===== src/hdl/lru_buffer_directory_assert.svh =====
// Assertion macros for the directory block.
`ifndef LRU_BUFFER_DIRECTORY_ASSERT_SVH
`define LRU_BUFFER_DIRECTORY_ASSERT_SVH

// Same-cycle implication, checked outside reset.
`define LBD_ASSERT_NOW(label, clk, rst_n, ante, cons, msg) \
    label: assert property (@(posedge clk) disable iff (!rst_n) (ante) |-> (cons)) \
        else $error(msg);

// Next-cycle implication, checked outside reset.
`define LBD_ASSERT_NEXT(label, clk, rst_n, ante, cons, msg) \
    label: assert property (@(posedge clk) disable iff (!rst_n) (ante) |=> (cons)) \
        else $error(msg);

`endif


===== src/hdl/lbd_pkg.sv =====
package lbd_pkg;

    localparam int MAX_ENTRIES = 16;
    localparam int ADDR_W      = $clog2(MAX_ENTRIES);
    localparam int IDX_W       = 5;
    localparam int DATA_W      = 32;
    localparam int OP_W        = 2;

    typedef enum logic [OP_W-1:0] {
        OP_LOOKUP = 2'd0,
        OP_INSERT = 2'd1,
        OP_FREE   = 2'd2
    } t_op;

    typedef struct packed {
        logic [DATA_W-1:0] id;
        logic [DATA_W-1:0] len;
        logic [DATA_W-1:0] stamp;
    } t_entry;

    typedef enum logic [2:0] {
        S_IDLE,
        S_FIND,
        S_OLDEST,
        S_SHIFT,
        S_APPEND,
        S_OUT
    } t_state;

endpackage


===== src/hdl/lru_buffer_directory.sv =====
// Lookup: reads entries in index order until the first matching id, then responds.
// Insert when full: id scan, oldest scan, shift, append.
// Free by index: shifts the later entries down; free-all or bad index needs no shift.
// One request in flight: requests are taken only in the idle state.
// A new request is taken while the previous response still waits in the output register.
// Reset (sync, active low) clears entry count, use counter and control; RAM is not cleared.
`include "lru_buffer_directory_assert.svh"

module lru_buffer_directory (
    input  logic                        i_clk,
    input  logic                        i_rst_n,
    // request channel
    input  logic                        i_valid,
    output logic                        o_ready,
    input  logic [lbd_pkg::OP_W-1:0]    i_op,
    input  logic [lbd_pkg::DATA_W-1:0]  i_entry_id,
    input  logic [lbd_pkg::DATA_W-1:0]  i_entry_length,
    input  logic [lbd_pkg::IDX_W-1:0]   i_free_index,
    // response channel
    output logic                        o_valid,
    input  logic                        i_ready,
    output logic [lbd_pkg::IDX_W-1:0]   o_result_index,
    output logic                        o_hit,
    output logic [lbd_pkg::DATA_W-1:0]  o_found_length,
    output logic                        o_status
);
    import lbd_pkg::*;

    // Entry RAM: id, length, stamp per slot; one read, one write port.
    t_entry              r_entry_mem [MAX_ENTRIES];
    t_entry              r_rdata;

    t_state              r_state, n_state;
    logic [IDX_W-1:0]    r_count, n_count;
    logic [DATA_W-1:0]   r_counter, n_counter;

    // captured request
    logic [OP_W-1:0]     r_op, n_op;
    logic [DATA_W-1:0]   r_id, n_id;
    logic [DATA_W-1:0]   r_len, n_len;

    // streaming scan: next read address, pending read flag and its address
    logic [IDX_W-1:0]    r_rptr, n_rptr;
    logic                r_pend, n_pend;
    logic [ADDR_W-1:0]   r_cptr, n_cptr;

    // oldest-entry search
    logic [DATA_W-1:0]   r_min, n_min;
    logic [ADDR_W-1:0]   r_best, n_best;

    // staged response
    logic [IDX_W-1:0]    r_res_index, n_res_index;
    logic                r_res_hit, n_res_hit;
    logic [DATA_W-1:0]   r_res_len, n_res_len;
    logic                r_res_status, n_res_status;

    // output register
    logic                r_out_vld, n_out_vld;
    logic [IDX_W-1:0]    r_out_index, n_out_index;
    logic                r_out_hit, n_out_hit;
    logic [DATA_W-1:0]   r_out_len, n_out_len;
    logic                r_out_status, n_out_status;

    // RAM controls
    logic                w_we;
    logic [ADDR_W-1:0]   w_waddr;
    t_entry              w_wdata;
    logic                w_re;
    logic [ADDR_W-1:0]   w_raddr;

    logic                w_in_acc;
    logic                w_out_free;
    logic                w_rd_more;
    logic                w_match;
    logic                w_drain;
    logic                w_full;
    logic                w_is_lookup;
    logic                w_is_insert;
    logic                w_free_simple;

    assign w_in_acc     = i_valid && o_ready;
    assign w_out_free   = !r_out_vld || i_ready;
    assign w_rd_more    = r_rptr < r_count;
    // scan stops at the first matching id, in index order
    assign w_match      = r_pend && (r_rdata.id == r_id);
    // stream finished: no read in flight and nothing left to read
    assign w_drain      = !r_pend && !w_rd_more;
    assign w_full       = r_count == IDX_W'(MAX_ENTRIES);
    assign w_is_lookup  = r_op == OP_LOOKUP;
    assign w_is_insert  = r_op == OP_INSERT;
    // free-all or out-of-range index: no shifting needed
    assign w_free_simple = (i_free_index == '0) || (i_free_index > r_count);

    assign o_ready        = r_state == S_IDLE;
    assign o_valid        = r_out_vld;
    assign o_result_index = r_out_index;
    assign o_hit          = r_out_hit;
    assign o_found_length = r_out_len;
    assign o_status       = r_out_status;

    // ---------------- next state ----------------
    always_comb begin
        n_state = r_state;
        unique case (r_state)
            S_IDLE: begin
                if (w_in_acc) begin
                    unique case (i_op)
                        OP_LOOKUP, OP_INSERT: n_state = S_FIND;
                        OP_FREE:              n_state = w_free_simple ? S_OUT : S_SHIFT;
                        default:              n_state = S_OUT;
                    endcase
                end
            end
            S_FIND: begin
                if (w_match) begin
                    n_state = w_is_lookup ? S_OUT : S_SHIFT;
                end else if (w_drain) begin
                    if (!w_is_insert) begin
                        n_state = S_OUT;
                    end else if (w_full) begin
                        n_state = S_OLDEST;
                    end else begin
                        n_state = S_APPEND;
                    end
                end
            end
            S_OLDEST: begin
                if (w_drain) begin
                    n_state = S_SHIFT;
                end
            end
            S_SHIFT: begin
                if (w_drain) begin
                    n_state = w_is_insert ? S_APPEND : S_OUT;
                end
            end
            S_APPEND: n_state = S_OUT;
            S_OUT: begin
                if (w_out_free) begin
                    n_state = S_IDLE;
                end
            end
            default: n_state = S_IDLE;
        endcase
    end

    // ---------------- datapath and RAM controls ----------------
    always_comb begin
        n_count      = r_count;
        n_counter    = r_counter;
        n_op         = r_op;
        n_id         = r_id;
        n_len        = r_len;
        n_rptr       = r_rptr;
        n_pend       = 1'b0;
        n_cptr       = r_cptr;
        n_min        = r_min;
        n_best       = r_best;
        n_res_index  = r_res_index;
        n_res_hit    = r_res_hit;
        n_res_len    = r_res_len;
        n_res_status = r_res_status;
        n_out_vld    = r_out_vld && !i_ready;
        n_out_index  = r_out_index;
        n_out_hit    = r_out_hit;
        n_out_len    = r_out_len;
        n_out_status = r_out_status;
        w_we         = 1'b0;
        w_waddr      = r_cptr;
        w_wdata      = r_rdata;
        w_re         = 1'b0;
        w_raddr      = r_rptr[ADDR_W-1:0];

        // shared streaming read: one entry per cycle in index order
        if ((r_state == S_FIND) || (r_state == S_OLDEST) || (r_state == S_SHIFT)) begin
            w_re   = w_rd_more;
            n_pend = w_rd_more;
            n_cptr = r_rptr[ADDR_W-1:0];
            if (w_rd_more) begin
                n_rptr = r_rptr + 1'b1;
            end
        end

        unique case (r_state)
            S_IDLE: begin
                if (w_in_acc) begin
                    n_op         = i_op;
                    n_id         = i_entry_id;
                    n_len        = i_entry_length;
                    n_rptr       = '0;
                    n_res_index  = '0;
                    n_res_hit    = 1'b0;
                    n_res_len    = '0;
                    n_res_status = 1'b0;
                    if (i_op == OP_FREE) begin
                        if (i_free_index == '0) begin
                            n_count = '0;
                        end else if (i_free_index > r_count) begin
                            n_res_status = 1'b1;
                        end else begin
                            // shift starts at the entry after the removed one
                            n_rptr = i_free_index;
                        end
                    end
                end
            end
            S_FIND: begin
                if (w_match) begin
                    n_counter = r_counter + 1'b1;
                    if (w_is_lookup) begin
                        // restamp the hit entry in place
                        w_we        = 1'b1;
                        w_waddr     = r_cptr;
                        w_wdata     = '{id: r_rdata.id, len: r_rdata.len,
                                        stamp: r_counter + 1'b1};
                        n_res_index = IDX_W'(r_cptr) + 1'b1;
                        n_res_hit   = 1'b1;
                        n_res_len   = r_rdata.len;
                    end else begin
                        // insert over an existing id: drop the old copy
                        n_rptr = IDX_W'(r_cptr) + 1'b1;
                        n_pend = 1'b0;
                    end
                end else if (w_drain && w_is_insert && w_full) begin
                    n_rptr = '0;
                    n_pend = 1'b0;
                    n_min  = '1;
                    n_best = '0;
                end
            end
            S_OLDEST: begin
                // <= keeps the last entry on equal stamps
                if (r_pend && (r_rdata.stamp <= r_min)) begin
                    n_min  = r_rdata.stamp;
                    n_best = r_cptr;
                end
                if (w_drain) begin
                    n_rptr = IDX_W'(r_best) + 1'b1;
                    n_pend = 1'b0;
                end
            end
            S_SHIFT: begin
                if (r_pend) begin
                    w_we    = 1'b1;
                    w_waddr = r_cptr - 1'b1;
                    w_wdata = r_rdata;
                end
                if (w_drain) begin
                    n_count = r_count - 1'b1;
                end
            end
            S_APPEND: begin
                w_we        = 1'b1;
                w_waddr     = r_count[ADDR_W-1:0];
                w_wdata     = '{id: r_id, len: r_len, stamp: r_counter + 1'b1};
                n_counter   = r_counter + 1'b1;
                n_count     = r_count + 1'b1;
                n_res_index = r_count + 1'b1;
            end
            S_OUT: begin
                if (w_out_free) begin
                    n_out_vld    = 1'b1;
                    n_out_index  = r_res_index;
                    n_out_hit    = r_res_hit;
                    n_out_len    = r_res_len;
                    n_out_status = r_res_status;
                end
            end
            default: ;
        endcase
    end

    // ---------------- entry RAM ----------------
    always_ff @(posedge i_clk) begin
        if (w_we) begin
            r_entry_mem[w_waddr] <= w_wdata;
        end
        if (w_re) begin
            r_rdata <= r_entry_mem[w_raddr];
        end
    end

    // ---------------- control registers ----------------
    always_ff @(posedge i_clk) begin
        if (!i_rst_n) begin
            r_state   <= S_IDLE;
            r_count   <= '0;
            r_counter <= '0;
            r_pend    <= 1'b0;
            r_out_vld <= 1'b0;
        end else begin
            r_state   <= n_state;
            r_count   <= n_count;
            r_counter <= n_counter;
            r_pend    <= n_pend;
            r_out_vld <= n_out_vld;
        end
    end

    // ---------------- payload registers ----------------
    always_ff @(posedge i_clk) begin
        r_op         <= n_op;
        r_id         <= n_id;
        r_len        <= n_len;
        r_rptr       <= n_rptr;
        r_cptr       <= n_cptr;
        r_min        <= n_min;
        r_best       <= n_best;
        r_res_index  <= n_res_index;
        r_res_hit    <= n_res_hit;
        r_res_len    <= n_res_len;
        r_res_status <= n_res_status;
        r_out_index  <= n_out_index;
        r_out_hit    <= n_out_hit;
        r_out_len    <= n_out_len;
        r_out_status <= n_out_status;
    end

    // ---------------- assertions ----------------
    `LBD_ASSERT_NOW(a_count_max, i_clk, i_rst_n, 1'b1, r_count <= IDX_W'(MAX_ENTRIES), "entry count above capacity")
    `LBD_ASSERT_NOW(a_hit_index, i_clk, i_rst_n, o_valid && o_hit, o_result_index != '0, "hit with zero index")
    `LBD_ASSERT_NEXT(a_append_grow, i_clk, i_rst_n, r_state == S_APPEND, r_count == $past(r_count) + 1'b1, "append did not grow count")
    `LBD_ASSERT_NOW(a_shift_addr, i_clk, i_rst_n, (r_state == S_SHIFT) && w_we, IDX_W'(w_waddr) < r_count, "shift write beyond entries")

endmodule

===== config.mk =====
export PLATFORM = sky130hd
export DESIGN_NAME = lru_buffer_directory
export DESIGN_NICKNAME = d
export VERILOG_FILES = /design/src/hdl/lbd_pkg.sv /design/src/hdl/lru_buffer_directory.sv
export VERILOG_INCLUDE_DIRS = /design/src /design/src/hdl
export SDC_FILE = /design/constraint.sdc
export NUM_CORES = 2
export LEC_CHECK = 0
export BUFFER_PORTS_ARGS = -buffer_cell sky130_fd_sc_hd__buf_2
export CAP_MARGIN = 40
export CORE_ASPECT_RATIO = 0.5
export CORE_MARGIN = 5
export CORE_UTILIZATION = 35
export CTS_BUF_LIST = sky130_fd_sc_hd__clkbuf_4
export CTS_CLUSTER_SIZE = 12
export DETAILED_ROUTE_END_ITERATION = 16
export GPL_TIMING_DRIVEN = 0
export PLACE_DENSITY = 0.45
export SLEW_MARGIN = 0
export SYNTH_ARGS = -nofsm -noshare
export SYNTH_HDL_FRONTEND = slang
export SYNTH_SLANG_ARGS = --single-unit
export TNS_END_PERCENT = 5

===== constraint.sdc =====
create_clock -name i_clk -period 9.2 [get_ports i_clk]
set_input_delay 2.76 -clock i_clk [delete_from_list [all_inputs] [get_ports i_clk]]
set_output_delay 2.76 -clock i_clk [all_outputs]
set_load 0.03 [all_outputs]

==> results.md <==
Final layout:
- The top cell types in the final layout, fill and taps aside, are sky130_fd_sc_hd__edfxtp_1, sky130_fd_sc_hd__clkbuf_4, sky130_fd_sc_hd__mux4_2.
- The final non-filler cell total is 7389.
- Leaving out fill and tap cells, the most frequent cell in the layout is sky130_fd_sc_hd__edfxtp_1.
- The net count of the finished layout is 4414.
- The area growth from synthesis to layout is 19.7%.
- The fill cell total of the finished layout is 18400.
- The share of post-route cells with drive strength above 1 is 34.4%.
- After routing the design area is 0.0867 mm2.
- The final design utilization is 42.0%.

GRT:
- The first global-routing pass estimated 299000 um of wire.
- The via count of the first global-routing pass is 40000.
- Entering global routing, the biggest net connects 39 pins.
- The number of antenna violations at the first check in global routing is 11.
- After global routing the overflow that remains totals 0.
- The global-route usage over all layers is 19.4%.

CTS:
- The clock transition at the registers of the reported paths is 90 ps.
- Clock tree synthesis selected as its root buffer the cell sky130_fd_sc_hd__clkbuf_4.
- In this run the number of H-tree levels came out at 5.
- The number of buffers added to fix hold violations after cts is 0.
- TritonCTS built the clock tree.
- The clock net in this run drives a total of 1863 sinks.
- Once the clock tree was built, the setup fixing pass inserted 0 buffers.
- The maximum clock insertion buffer count is 4.
- TritonCTS created 439 clock buffers.
- For the worst-skew pair, the clock arrives at the later sink with an insertion delay of 1210 ps.
- Once the clock tree was built, the resizer swapped 0 gates to a different size.

Setup path:
- Data on the critical path is required at its endpoint by 6440 ps.
- The worst register-to-register path has a setup slack of 4040 ps.
- The endpoint of the worst register-to-register path is r_entry_mem[12][71]$_DFFE_PP_.
- Walking the worst path, the cells encountered are clkbuf_1, nor3_1, buf_2.
- At the worst endpoint, the arrival time is 2600 ps.
- The critical path's top delay family is buffers and inverters.
- The delay of the slowest cell on the worst path is 480 ps.
- Following the worst setup path forward leads to its endpoint at o_ready.
- The classification of the worst setup path is reg2out.
- Tracing the worst setup path back leads to its startpoint at r_state[1]$_SDFFE_PN0P_.
- In this run the worst path has a maximum fanout of 10.
- For the worst flop-to-flop path, the logic depth is 14.
- The critical path contains buffers and inverters numbering 2 combined.
- The worst setup path is launched from a flop.
- STA classifies the critical path endpoint as an output pin.
- In this run the number of cells on the critical path is 3.
- The cell with the largest stage delay on the worst path is sky130_fd_sc_hd__nor3_1.
- The worst register-to-register path begins at r_state[0]$_SDFFE_PN0P_.

Floorplan:
- In this run the vertical extent of the chip is 332 um.
- The initial utilization of the core area, before any placement, comes to 35.1%.
- The die covers 0.217 mm2.
- Pin placement for this block handled 116 I/O pins.
- The core area is 0.206 mm2.
- The initialized floorplan defines 118 standard-cell rows.
- The die is 653 um wide.

STA:
- The pin slew with the least headroom to its limit is 927 ps.
- The share of the clock period used by the worst path is 58.3%.
- After layout, the worst setup slack is 3840 ps.
- The final sum of negative setup slack is 0 ps.
- The final clock skew is 89.0 ps.
- The worst path needs 5360 ps of the cycle, external delays included.
- The tightest hold path in the finished design has a slack of 401 ps.
- Headroom to the max-slew limit came out at 37.4%.
- Setup repair after global routing left no endpoint under its margin.
- The final count of pins violating max slew is 0.
- The maximum clock frequency is 186 MHz.
- The final number of setup-violating endpoints is 0.
- The total count of hold-check failures in the final report is 0.

Route:
- Wires add up to 212000 um.
- The pre-antenna-repair detailed-routing pass consisted of 5 iterations.
- The count of nets left with antenna violations once routing finished came out at 0.
- After detailed routing, the number of vias per cell comes to 5.20.
- After detailed routing, the average wire length per cell comes to 28.6 um.
- After the first detailed-routing iteration, the DRC count stood at 3824.
- The number of vias in the routed layout is 38500.
- In the routed design, unresolved DRC markers number 0.

Placed design:
- The wire-length estimate of the detail-placed layout is 144000 um.
- The total placed instance area is 0.0812 mm2.
- Port buffering added 114 buffers.
- The congestion estimate from routability-driven global placement came to 0.796.
- In this run, placement finished with an instance count of 6608.
- At the placement stage, the worst setup path has a slack of 3820 ps.

Power and ir drop:
- The power density over cell area is 267 mW/mm2.
- Net switching is 29.8% of the power.
- The share of total power dissipated in combinational logic is 23.7%.
- In this run the static leakage power is 27.7 nW.
- The internal portion of the total power is 16.2 mW.
- The sequential share of power is 47.7%.
- The clock network fraction of design power is 28.6%.
- In this run the power spent charging and discharging nets is 6.89 mW.
- The design draws 23.1 mW.
- The peak supply drop is 0.000112 V.

Min path:
- Counting instances, the worst hold path has a depth of 0.
- In this run the worst hold path is classified as reg2reg.

Synthesis:
- The post-synthesis net count is 3579.
- The post-synthesis register bit count is 1863.
- The number of warnings issued by yosys is 0.
- The share of async-settable or async-resettable flops after synthesis is 0%.
- For this run, the leading register cell type out of synthesis is sky130_fd_sc_hd__edfxtp_1.
- The post-synthesis cell area is 0.0724 mm2.
- Sequential elements use 76.6% of the synthesized area.
- The number of flops mapped to enable cells by yosys is 1816.
- Synthesis produced a netlist whose cell count is 3456.
- The mean cell area of the mapped netlist is 21.0 um2.
- The number of unique standard cell types used by synthesis is 69.

Run:
- Across the run, the number of max-cap violations was 0.

Run status:
- The run finished with clean final reports.
[routing by layer]
metal	vias up	global-route usage [%]	wire length, um
li1	16200	-	-
met3	339	3.81	12600
met5	-	0	0
met2	1358	29.7	97500
met4	0	5.43	4970
met1	20500	28.3	96600
[logic make-up (layout without fill, tap and decap cells)]
family | after synthesis | after routing | share of synthesized area [%]
flip-flops | 1863 | 1863 | 76.6
AND/OR/NAND/NOR | 566 | 566 | 3.72
multiplexers | 494 | 494 | 15.1
buffers and inverters | 216 | 1379 | 1.14
AO/OA/AOI/OAI | 196 | 196 | 1.71
XOR/XNOR | 73 | 73 | 0.883
adder cells (fa/ha/maj) | 48 | 48 | 0.829
other | 0 | 10 | 0
[sequential cells by signal, summed over array words and instances, names as in the netlist, 5 cells and up]
signal,flops
r_min,32
o_result_index,5
r_rdata,96
r_res_index,5
r_counter,32
r_len,32
o_found_length,32
r_count,5
r_res_len,32
r_id,32
r_entry_mem,1536
r_rptr,5
[worst min-delay path by stage]
| stage | start | to | slack [ps] |
|---|---|---|---|
| 2_1_floorplan | r_res_len[0]$_SDFFCE_PN0P_ | o_found_length[0]$_DFFE_PP_ | 400 |
| 3_3_place_gp | r_res_len[8]$_SDFFCE_PN0P_ | o_found_length[8]$_DFFE_PP_ | 410 |
| 3_5_place_dp | r_res_len[30]$_SDFFCE_PN0P_ | o_found_length[30]$_DFFE_PP_ | 400 |
| 6_report | r_res_len[28]$_SDFFCE_PN0P_ | o_found_length[28]$_DFFE_PP_ | 400 |
| 5_1_grt | r_res_len[3]$_SDFFCE_PN0P_ | o_found_length[3]$_DFFE_PP_ | 410 |
| 4_1_cts | r_res_len[3]$_SDFFCE_PN0P_ | o_found_length[3]$_DFFE_PP_ | 410 |
[cells in the mapped netlist, types with 4 or more instances]
master / number / area (um2)
sky130_fd_sc_hd__edfxtp_1: 1816 / 54500
sky130_fd_sc_hd__mux4_2: 480 / 10800
sky130_fd_sc_hd__nand2_1: 253 / 950
sky130_fd_sc_hd__clkbuf_1: 109 / 409
sky130_fd_sc_hd__nor2_1: 90 / 338
sky130_fd_sc_hd__a21oi_1: 74 / 370
sky130_fd_sc_hd__or3_1: 50 / 313
sky130_fd_sc_hd__ha_1: 48 / 601
sky130_fd_sc_hd__inv_1: 48 / 180
sky130_fd_sc_hd__dfxtp_1: 47 / 941
sky130_fd_sc_hd__buf_1: 45 / 169
sky130_fd_sc_hd__xnor2_1: 38 / 333
sky130_fd_sc_hd__xor2_1: 35 / 307
sky130_fd_sc_hd__and2_1: 34 / 213
sky130_fd_sc_hd__o21ai_0: 33 / 165
sky130_fd_sc_hd__nand3_1: 26 / 130
sky130_fd_sc_hd__nand2b_1: 22 / 138
sky130_fd_sc_hd__nand4_1: 20 / 125
sky130_fd_sc_hd__nor3_1: 20 / 100
sky130_fd_sc_hd__and3_1: 12 / 75.1
sky130_fd_sc_hd__mux2i_1: 12 / 120
sky130_fd_sc_hd__a21o_1: 11 / 82.6
sky130_fd_sc_hd__buf_2: 10 / 50.1
sky130_fd_sc_hd__o21a_1: 9 / 67.6
sky130_fd_sc_hd__a31oi_1: 7 / 43.8
sky130_fd_sc_hd__nor2b_1: 6 / 37.5
sky130_fd_sc_hd__nor4_1: 6 / 37.5
sky130_fd_sc_hd__o22ai_1: 6 / 37.5
sky130_fd_sc_hd__a211oi_1: 5 / 37.5
sky130_fd_sc_hd__a21boi_0: 5 / 37.5
sky130_fd_sc_hd__and4_1: 5 / 43.8
sky130_fd_sc_hd__nor3b_1: 5 / 37.5
sky130_fd_sc_hd__o211ai_1: 5 / 37.5
sky130_fd_sc_hd__a211o_1: 4 / 35.0
sky130_fd_sc_hd__o31ai_1: 4 / 30.0
sky130_fd_sc_hd__or4_1: 4 / 30.0
[power groups by stage]
stage          logic [mW]  registers, mW  clock network (mW)
5_1_grt              5.88           11.1                7.31
3_5_place_dp         5.56           11.2                   0
2_1_floorplan        2.97           11.2                   0
6_report             5.49           11.0                6.61
3_3_place_gp         4.80           11.5                   0
4_1_cts              5.58           11.0                6.85
[layout make-up]
class	instances	area, um2	share of cell area (%)
diodes	10	25.0	0.0289
plain buffers	165	639	0.737
clock buffers	632	4740	5.47
clock inverters	137	698	0.805
inverters	51	194	0.224
multi-input cells	1377	16300	18.8
flip-flops and latches	1863	55500	64.0
well taps	2760	3450	3.98
repair buffers	394	5220	6.02
Power figures use the tool's default switching activity.
